## src/sv/acmp_pkg.sv

```systemverilog
`timescale 1ns / 1ps
// ----------------------------------------------------------------------------
// acmp_pkg
// Shared types and codes for the amplifier control message parser.
// ----------------------------------------------------------------------------
package acmp_pkg;

    // Status bytes that open a message
    localparam logic [7:0] StatusReset       = 8'hBF;
    localparam logic [7:0] StatusProgram     = 8'hC0;
    localparam logic [7:0] StatusStomp       = 8'hB0;
    localparam logic [7:0] StatusTuner       = 8'hA0;
    localparam logic [7:0] StatusTunerSilent = 8'hD0;
    localparam logic [7:0] StatusDelay       = 8'hE0;

    // First data byte values that qualify a message
    localparam logic [7:0] CtrlReset       = 8'h79;
    localparam logic [7:0] CtrlStomp       = 8'h5F;
    localparam logic [7:0] CtrlTunerSilent = 8'h7F;
    localparam logic [7:0] CtrlTunerOnOff  = 8'h00;

    typedef enum logic [2:0] {
        EV_RESET        = 3'd0,
        EV_PROGRAM      = 3'd1,
        EV_STOMP        = 3'd2,
        EV_TUNER_ONOFF  = 3'd3,
        EV_TUNER_VALUE  = 3'd4,
        EV_TUNER_SILENT = 3'd5,
        EV_DELAY        = 3'd6
    } event_kind_t;

    typedef struct packed {
        event_kind_t event_kind;
        logic [7:0]  first_data;
        logic [7:0]  second_data;
        logic        pedal_on;
        logic        modulation_on;
        logic        delay_on;
        logic        reverb_on;
        logic [15:0] delay_time_ms;
    } result_t;

    // Total message length in bytes, status included; 0 for a non-status byte
    function automatic logic [1:0] msg_length(input logic [7:0] b);
        logic [1:0] len;
        case (b) inside
            StatusProgram, StatusTunerSilent:                   len = 2'd2;
            StatusReset, StatusStomp, StatusTuner, StatusDelay: len = 2'd3;
            default:                                            len = 2'd0;
        endcase
        return len;
    endfunction

endpackage

```

## src/sv/amp_control_message_parser_unit.sv

```systemverilog
`timescale 1ns / 1ps
// ----------------------------------------------------------------------------
// amp_control_message_parser_unit
// Parses status-byte control messages from a serial byte stream and emits
// at most one decoded event per completed message.
// ----------------------------------------------------------------------------
//  channel   dir  ports                                         transaction
//  s_*       in   s_valid, s_ready, s_rx_byte                   one rx byte
//  m_*       out  m_valid, m_ready, m_event_kind ... m_delay_*  one event
//
//  One byte per cycle while s_ready is high; a byte is decoded in the cycle
//  it is accepted; its event, if any, is registered in out_reg or skid_reg.
//  A two-entry output stage (output register plus skid) lets one further event
//  wait while m_ready is low; s_ready drops only while the skid is full.
//  aresetn (synchronous, active low) returns the parser to idle, no event.
// ----------------------------------------------------------------------------
module amp_control_message_parser_unit (
    input  logic                     aclk,
    input  logic                     aresetn,
    input  logic                     s_valid,
    output logic                     s_ready,
    input  logic [7:0]               s_rx_byte,
    output logic                     m_valid,
    input  logic                     m_ready,
    output acmp_pkg::event_kind_t    m_event_kind,
    output logic [7:0]               m_first_data,
    output logic [7:0]               m_second_data,
    output logic                     m_pedal_on,
    output logic                     m_modulation_on,
    output logic                     m_delay_on,
    output logic                     m_reverb_on,
    output logic [15:0]              m_delay_time_ms
);
    import acmp_pkg::*;

    logic [7:0] status_reg;
    logic [7:0] data0_reg;
    logic [1:0] count_reg, count_next;
    logic [7:0] status_next;

    result_t out_reg, skid_reg, ev;
    logic    out_valid_reg, skid_valid_reg;
    logic    ev_valid;

    logic       s_fire, out_fire, completing;
    logic [7:0] d1, d2;
    logic [1:0] cur_len;

    assign s_ready  = !skid_valid_reg;
    assign s_fire   = s_valid && s_ready;
    assign out_fire = out_valid_reg && m_ready;

    // ---------------- message tracking ----------------
    assign cur_len    = msg_length(status_reg);
    assign completing = (count_reg != 2'd0) && ((count_reg + 2'd1) == cur_len);

    // d1: byte just taken if it is the first data byte, else the stored one
    assign d1 = (count_reg == 2'd1) ? s_rx_byte : data0_reg;
    assign d2 = s_rx_byte;

    always_comb begin
        status_next = status_reg;
        count_next  = count_reg;
        if (count_reg == 2'd0) begin
            if (msg_length(s_rx_byte) != 2'd0) begin
                status_next = s_rx_byte;
                count_next  = 2'd1;
            end
        end else if (completing) begin
            count_next = 2'd0;
        end else begin
            count_next = count_reg + 2'd1;
        end
    end

    // ---------------- event decode ----------------
    always_comb begin
        ev       = '0;
        ev_valid = 1'b0;
        if (completing) begin
            case (status_reg)
                StatusReset: begin
                    ev.event_kind = EV_RESET;
                    ev_valid      = (d1 == CtrlReset);
                end
                StatusProgram: begin
                    ev.event_kind = EV_PROGRAM;
                    ev.first_data = d1;
                    ev_valid      = 1'b1;
                end
                StatusStomp: begin
                    ev.event_kind    = EV_STOMP;
                    ev.pedal_on      = d2[0];
                    ev.modulation_on = d2[1];
                    ev.delay_on      = d2[2];
                    ev.reverb_on     = d2[3];
                    ev_valid         = (d1 == CtrlStomp);
                end
                StatusTuner: begin
                    ev.second_data = d2;
                    ev_valid       = 1'b1;
                    if (d1 == CtrlTunerOnOff) begin
                        ev.event_kind = EV_TUNER_ONOFF;
                    end else begin
                        ev.event_kind = EV_TUNER_VALUE;
                        ev.first_data = d1;
                    end
                end
                StatusTunerSilent: begin
                    ev.event_kind = EV_TUNER_SILENT;
                    ev_valid      = (d1 == CtrlTunerSilent);
                end
                StatusDelay: begin
                    ev.event_kind    = EV_DELAY;
                    ev.delay_time_ms = {1'b0, d2, 7'd0} + {8'd0, d1};
                    ev_valid         = 1'b1;
                end
                default: begin
                    ev_valid = 1'b0;
                end
            endcase
        end
    end

    // ---------------- state and output stage ----------------
    always_ff @(posedge aclk) begin
        if (!aresetn) begin
            status_reg     <= '0;
            count_reg      <= '0;
            out_valid_reg  <= 1'b0;
            skid_valid_reg <= 1'b0;
        end else begin
            if (s_fire) begin
                status_reg <= status_next;
                count_reg  <= count_next;
                if (count_reg == 2'd1) begin
                    data0_reg <= s_rx_byte;
                end
            end

            if (!out_valid_reg || out_fire) begin
                if (skid_valid_reg) begin
                    out_reg        <= skid_reg;
                    out_valid_reg  <= 1'b1;
                    skid_valid_reg <= 1'b0;
                end else if (s_fire && ev_valid) begin
                    out_reg       <= ev;
                    out_valid_reg <= 1'b1;
                end else begin
                    out_valid_reg <= 1'b0;
                end
            end else if (s_fire && ev_valid) begin
                // output stalled: park the new event
                skid_reg       <= ev;
                skid_valid_reg <= 1'b1;
            end
        end
    end

    assign m_valid         = out_valid_reg;
    assign m_event_kind    = out_reg.event_kind;
    assign m_first_data    = out_reg.first_data;
    assign m_second_data   = out_reg.second_data;
    assign m_pedal_on      = out_reg.pedal_on;
    assign m_modulation_on = out_reg.modulation_on;
    assign m_delay_on      = out_reg.delay_on;
    assign m_reverb_on     = out_reg.reverb_on;
    assign m_delay_time_ms = out_reg.delay_time_ms;

    // ---------------- assertions ----------------
    a_skid_implies_out: assert property (@(posedge aclk) disable iff (!aresetn)
        skid_valid_reg |-> out_valid_reg)
        else $error("skid holds an event while output register is empty");

    a_count_range: assert property (@(posedge aclk) disable iff (!aresetn)
        count_reg != 2'd3)
        else $error("byte count out of range");

    a_idle_drop: assert property (@(posedge aclk) disable iff (!aresetn)
        (s_fire && count_reg == 2'd0 && msg_length(s_rx_byte) == 2'd0)
        |=> (count_reg == 2'd0) && $stable(status_reg))
        else $error("non-status byte started a message");

    a_stomp_flags: assert property (@(posedge aclk) disable iff (!aresetn)
        (out_valid_reg && out_reg.event_kind != EV_STOMP)
        |-> !(out_reg.pedal_on || out_reg.modulation_on
              || out_reg.delay_on || out_reg.reverb_on))
        else $error("stomp flags set on a non-stomp event");

    a_event_on_complete: assert property (@(posedge aclk) disable iff (!aresetn)
        (s_fire && !completing && !skid_valid_reg && !out_fire && !out_valid_reg)
        |=> !out_valid_reg)
        else $error("event emitted without a completed message");

endmodule
```

## config.mk

```make
export PLATFORM = sky130hd
export DESIGN_NAME = amp_control_message_parser_unit
export DESIGN_NICKNAME = d
export VERILOG_FILES = /design/src/sv/acmp_pkg.sv /design/src/sv/amp_control_message_parser_unit.sv
export SDC_FILE = /design/constraint.sdc
export NUM_CORES = 1
export LEC_CHECK = 0
export BUFFER_PORTS_ARGS = -buffer_cell sky130_fd_sc_hd__buf_2
export CORE_MARGIN = 2
export CORE_UTILIZATION = 55
export CTS_CLUSTER_DIAMETER = 50
export DETAILED_ROUTE_END_ITERATION = 10
export PLACE_DENSITY = 0.84
export SLEW_MARGIN = 5
export SYNTH_ARGS = -nofsm -noshare
export SYNTH_HDL_FRONTEND = slang
export SYNTH_SLANG_ARGS = --single-unit
```

## constraint.sdc

```tcl
create_clock -name aclk -period 7.78 [get_ports aclk]
set_input_delay 0.778 -clock aclk [delete_from_list [all_inputs] [get_ports aclk]]
set_output_delay 0.778 -clock aclk [all_outputs]
set_load 0.005 [all_outputs]
```

; Word-level counts from Yosys, hierarchy flattened
; Index checks and enable logic that the tools add are counted.
[word_totals]
reg_bits = 98
[classes]
n_mux = 23
n_eq_ne = 18
addsub = 2
n_bitwise = 2
reduce_logical = 23
[ops]
columns = operator, n
row1 = $mux W39, 3
row2 = $eq A8 B8 Y1 const B, 12
row3 = $eq A8 B7 Y1 const B, 3
row4 = $mux W8, 3
row5 = $add A15 B8 Y16, 1
row6 = $mux W16, 1
row7 = $mux W2, 8
row8 = $pmux W8 S2, 1
row9 = $pmux W3 S5, 1
row10 = $reduce_and A3 Y1, 3
row11 = $logic_not A8 Y1, 1
row12 = $reduce_or A4 Y1, 2
row13 = $reduce_bool A2 Y1, 3
row14 = $reduce_or A2 Y1, 3
row15 = $logic_and A1 B1 Y1, 4
row16 = $mux W4, 1
row17 = $pmux W1 S4, 1
row18 = $reduce_and A2 Y1, 2
row19 = $mux W1, 3
row20 = $mux W3, 1
row21 = $reduce_or A3 Y1, 1
row22 = $add A2 B1 Y2 const B, 1
row23 = $eq A2 B1 Y1 const B, 1
row24 = $eq A2 B2 Y1, 1
row25 = 5 further kinds, 7

; Logic depth before layout (Yosys ltp)
[logic_depth]
depth_word = 10
ltp_mapped = 11

; Worst setup path before layout
; No wires, ideal clock.
[synth_timing]
path_kind = flip-flop to flip-flop
from = register count_reg[0]
to = register skid_reg[0] (netlist name) (enable)
synth_period_minus_slack_ps = 6475
slack_ps = 1305
stages_incl_launch_ff = 9
arrival_time_ps = 5929
path_buffers = 2
cell_sequence = dfxtp_1 > ha_1 > clkbuf_1 > buf_2 > mux2i_1 > inv_1 > xnor2_1 > o31ai_1 > nor4b_1
[synth_via]
elab_chain_len = 7
elab_cells_between_ends = 13
cone_classes = 1 x add/sub / 5 x eq/ne / 3 x mux / 4 x reduce/logical
[synth_rtl]
columns = item, line
row1 = "start, declared", amp_control_message_parser_unit.sv:38  ; logic [1:0] count_reg, count_next;
row2 = "start signal, assigned", amp_control_message_parser_unit.sv:135  ; count_reg <= count_next;
row3 = $eq A2 B1 Y1 (*), amp_control_message_parser_unit.sv:58  ; assign d1 = (count_reg == 2'd1) ? s_rx_byte : data0_reg;
row4 = $mux W8 (*), --
row5 = named net d1[5], amp_control_message_parser_unit.sv:46  ; logic [7:0] d1, d2;
row6 = "$eq A8 B7 Y1, on equally long branches", "amp_control_message_parser_unit.sv:111, amp_control_message_parser_unit.sv:84, amp_control_message_parser_unit.sv:97"
row7 = $pmux W1 S4 (*), amp_control_message_parser_unit.sv:81  ; case (status_reg)
row8 = $mux W1 (*), amp_control_message_parser_unit.sv:80  ; if (completing) begin
row9 = $logic_and A1 B1 Y1 (*), amp_control_message_parser_unit.sv:152  ; end else if (s_fire && ev_valid) begin
row10 = $reduce_and A3 Y1 (no source line) (*), --
row11 = "end signal, assigned", amp_control_message_parser_unit.sv:154  ; skid_reg <= ev;
row12 = "end, declared", amp_control_message_parser_unit.sv:41  ; result_t out_reg, skid_reg, ev;
; The timed path passes the listed nets; every way through them passes the cells marked *.
; A chain may end at the register's enable or synchronous reset.

; Worst setup path after layout
[layout_timing]
from = register count_reg[0]
to = register out_reg, in the netlist m_delay_time_ms[12] (enable)
[layout_via]
elab_chain_len = 8
elab_cells_between_ends = 14
cone_classes = 1 x add/sub / 5 x eq/ne / 3 x mux / 5 x reduce/logical
[layout_rtl]
columns = item, line
row1 = $eq A2 B1 Y1 (*), amp_control_message_parser_unit.sv:58
row2 = $mux W8 (*), --
row3 = named net d1[7], amp_control_message_parser_unit.sv:46
row4 = "$eq A8 B7 Y1, on equally long branches", "amp_control_message_parser_unit.sv:111, amp_control_message_parser_unit.sv:84, amp_control_message_parser_unit.sv:97"
row5 = $pmux W1 S4 (*), amp_control_message_parser_unit.sv:81
row6 = $mux W1 (*), amp_control_message_parser_unit.sv:80
row7 = $logic_and A1 B1 Y1 (*), amp_control_message_parser_unit.sv:146  ; end else if (s_fire && ev_valid) begin
row8 = $reduce_bool A2 Y1 (no source line) (*), --
row9 = $reduce_and A3 Y1 (no source line) (*), --
row10 = "end signal, assigned", amp_control_message_parser_unit.sv:143  ; out_reg <= skid_reg;
row11 = "end signal, assigned", amp_control_message_parser_unit.sv:147  ; out_reg <= ev;
row12 = "end, declared", amp_control_message_parser_unit.sv:41
; Marks and branches as above.

==> reports/qor.yml <==
outcome: "finished clean"
crit_family: "simple AND/OR/NAND/NOR gates"
drv_cap: 0
synth_top_family_by_area: "simple AND/OR/NAND/NOR gates"
p_leak_nw: 1.83
port_buffers: 52
drc: 0
dpl.hpwl_microns: 6440
antenna_found_initial: 0
fin_crit_ps: 3890
yosysTopAreaCell: "edfxtp_1"
cp-start-kind: "register"
cts_hold_buf: 0
total_power_uw: 923
r2r_start: "count_reg[0]"
start_util_pct: 56.3
syn_area_per_cell_sq_um: 11.9
min_path_type: "register to register"
ys_top_cells_by_area: "edfxtp_1 56%, dfxtp_1 5.2%, nand2_1 4.3%"
nNetsFinal: 442
synth_cell_type_count: 52
synthMuxAreaShare_pct: 5.47
crit_path_start: "count_reg[0]"
grt_pass1_wl_microns: 15000
diodes: 0
place_congestion: 0.818
synthDominantCellAreaShare_pct: 56.4
syn_nets: 400
fin_setup_tns_ps: 0
worstSetupPathType: "register to register"
fmax_mhz: 257
finalSetupViolCount: 0
drtIter0Drc: 223
post_cts_buffers: 0
async_flop_share_pct: 0
endpoint: "m_delay_time_ms[12]"
cts.clk_slew.worst_paths_ps: 90
nFillCells: 628
slew_headroom_pct: 25.6
cts_buffers: 9
wl_microns: 9560
synthCells: 384
clock_sinks: 98
grt_pass1_vias: 3053
core-area_sq_mm: 0.00813
drt-pass1-iter-count: 7
whs_path_depth: 2
final_core_util_pct: 62.6
drive_above_1_share_pct: 21.6
synth-seq-area-share_pct: 61.7
largest_reg_flops: 39
vias: 3138
slew_violations: 0
cp.required_ps: 7760
reg2reg_slack_ps: 3890
cp.depth: 8
path_cells: "ha_1 > mux2i_1 > inv_1 > nor4_1 > o211ai_1 > o31ai_1 > a31oi_1 > nor2_4"
synthFlopType: "edfxtp_1"
cts_tree: "yes"
rsz0062_at_grt: "no"
drtAntennaViolNets: 0
cp-end-kind: "register"
cpMaxStageDelayCell: "nor2_4"
htree_levels: 3
syn_to_final_growth_pct: 11.3
cts-root-buf: "clkbuf_8"
yosys.area_share.simple_pct: 17.1
synth-edff-count: 86
tightest_slew_ps: 1110
rr_worst_depth: 8
wl_per_cell_microns: 17.8
cp_num_buf_inv: 1
synth-xor-area-share_pct: 1.72
insertion_delay_ps: 360
finalHoldViolations: 0
die_area_sq_mm: 0.00907
rows: 33
grt_max_degree: 60
cp.arrival_ps: 3870
die_w_microns: 95.2
grt.total_usage_pct: 22.0
layout_commonest_cell: "edfxtp_1"
ys_warn_count: 0
most-common-layout-cells: "86 x edfxtp_1, 53 x nand2_1, 52 x buf_2, 37 x nor2_1, 25 x o31ai_1"
reg2reg_to: "m_delay_time_ms[12]"
ir_drop_v: 0.0000948
overflow: 0
max_stage_delay_ps: 910
critical_path.max_fanout: 39
synth-compound-area-share_pct: 9.51
netlist_area_sq_mm: 0.00458
cts_buffer_depth: 2
cts_resized: 0
viasPerCell: 5.85
p_per_area_mw_per_mm2: 181
synthAdderAreaFrac_pct: 1.09
dieHeight_microns: 95.2
synth-seq-cells: 98
io_pins: 53
post-route-period-util_pct: 50.0
finalClockSkew_ps: 5.95
worst register-to-register path, cell delays in order, from the launching register on:
cell and delay (ps):
dfxtp_1 430, ha_1 640, mux2i_1 360, inv_1 120
nor4_1 310, o211ai_1 140, o31ai_1 340, a31oi_1 240
nor2_4 910
through the flow:
step | instances | worst slack, ps | area [sq um] | hold WS [ps]
5_1_grt | 536 | 3600 | 5090 | 544
4_1_cts | 536 | 3890 | 5090 | 537
2_1_floorplan | 384 | 1300 | 4580 | 491
6_report | 536 | 3890 | 5090 | 537
3_3_place_gp | 520 | 4130 | 4910 | 506
3_5_place_dp | 520 | 3940 | 4910 | 517
logic make-up (layout without fill, tap and decap cells):
kind of cell	Yosys count	after routing
adder cells (fa/ha/maj)	4	4
XOR/XNOR	9	9
AND/OR/NAND/NOR	152	152
multiplexers	23	23
AO/OA/AOI/OAI	58	58
flip-flops	98	98
buffers and inverters	40	87
worst min path at each step:
stage                       from                  end
finish              skid_reg[22]     m_second_data[2]
global route         skid_reg[9]   m_delay_time_ms[9]
CTS                 skid_reg[22]     m_second_data[2]
detailed placement  skid_reg[22]     m_second_data[2]
global placement    skid_reg[10]  m_delay_time_ms[10]
floorplan                m_valid       skid_valid_reg
power by group:
group	total, mW	switching (mW)	internal [mW]
Sequential	0.568	0.00220	0.566
Clock	0.320	0.171	0.149
Combinational	0.0346	0.0236	0.0111
layer usage:
metal	vias to the layer above	global-route usage, %	wire [microns]
met5	-	0	0
met4	0	7.85	142
met3	15	3.95	560
met2	118	35.8	4790
met1	1528	29.7	4070
li1	1477	-	-
area by class of cell:
class | count | area [sq um] | share of cell area, %
Sequential cell | 98 | 2820 | 55.4
Multi-Input combinational cell | 246 | 1610 | 31.6
Timing Repair Buffer | 55 | 283 | 5.55
Clock buffer | 11 | 131 | 2.58
Tap cell | 105 | 131 | 2.58
Inverter | 16 | 60.1 | 1.18
Clock inverter | 5 | 55.1 | 1.08
cells in the mapped netlist (2+ instances only):
library cell,n
a21oi_1,4
ha_1,4
nand2b_1,5
o21ai_0,12
mux2_2,6
dfxtp_1,12
xnor2_1,5
nand2_1,53
nand3_1,8
a2111oi_2,2
clkbuf_1,19
nor3_1,5
mux2i_1,16
a21boi_0,2
nor2b_1,8
and2_1,7
inv_1,15
a31oi_1,2
and4_1,2
nor2_1,38
and3_1,3
o31ai_1,25
and3_4,4
or3_1,2
o21a_1,3
nand4_1,2
nor4_1,4
xor2_1,4
buf_2,4
edfxtp_1,86
Power figures use the tool's default switching activity.
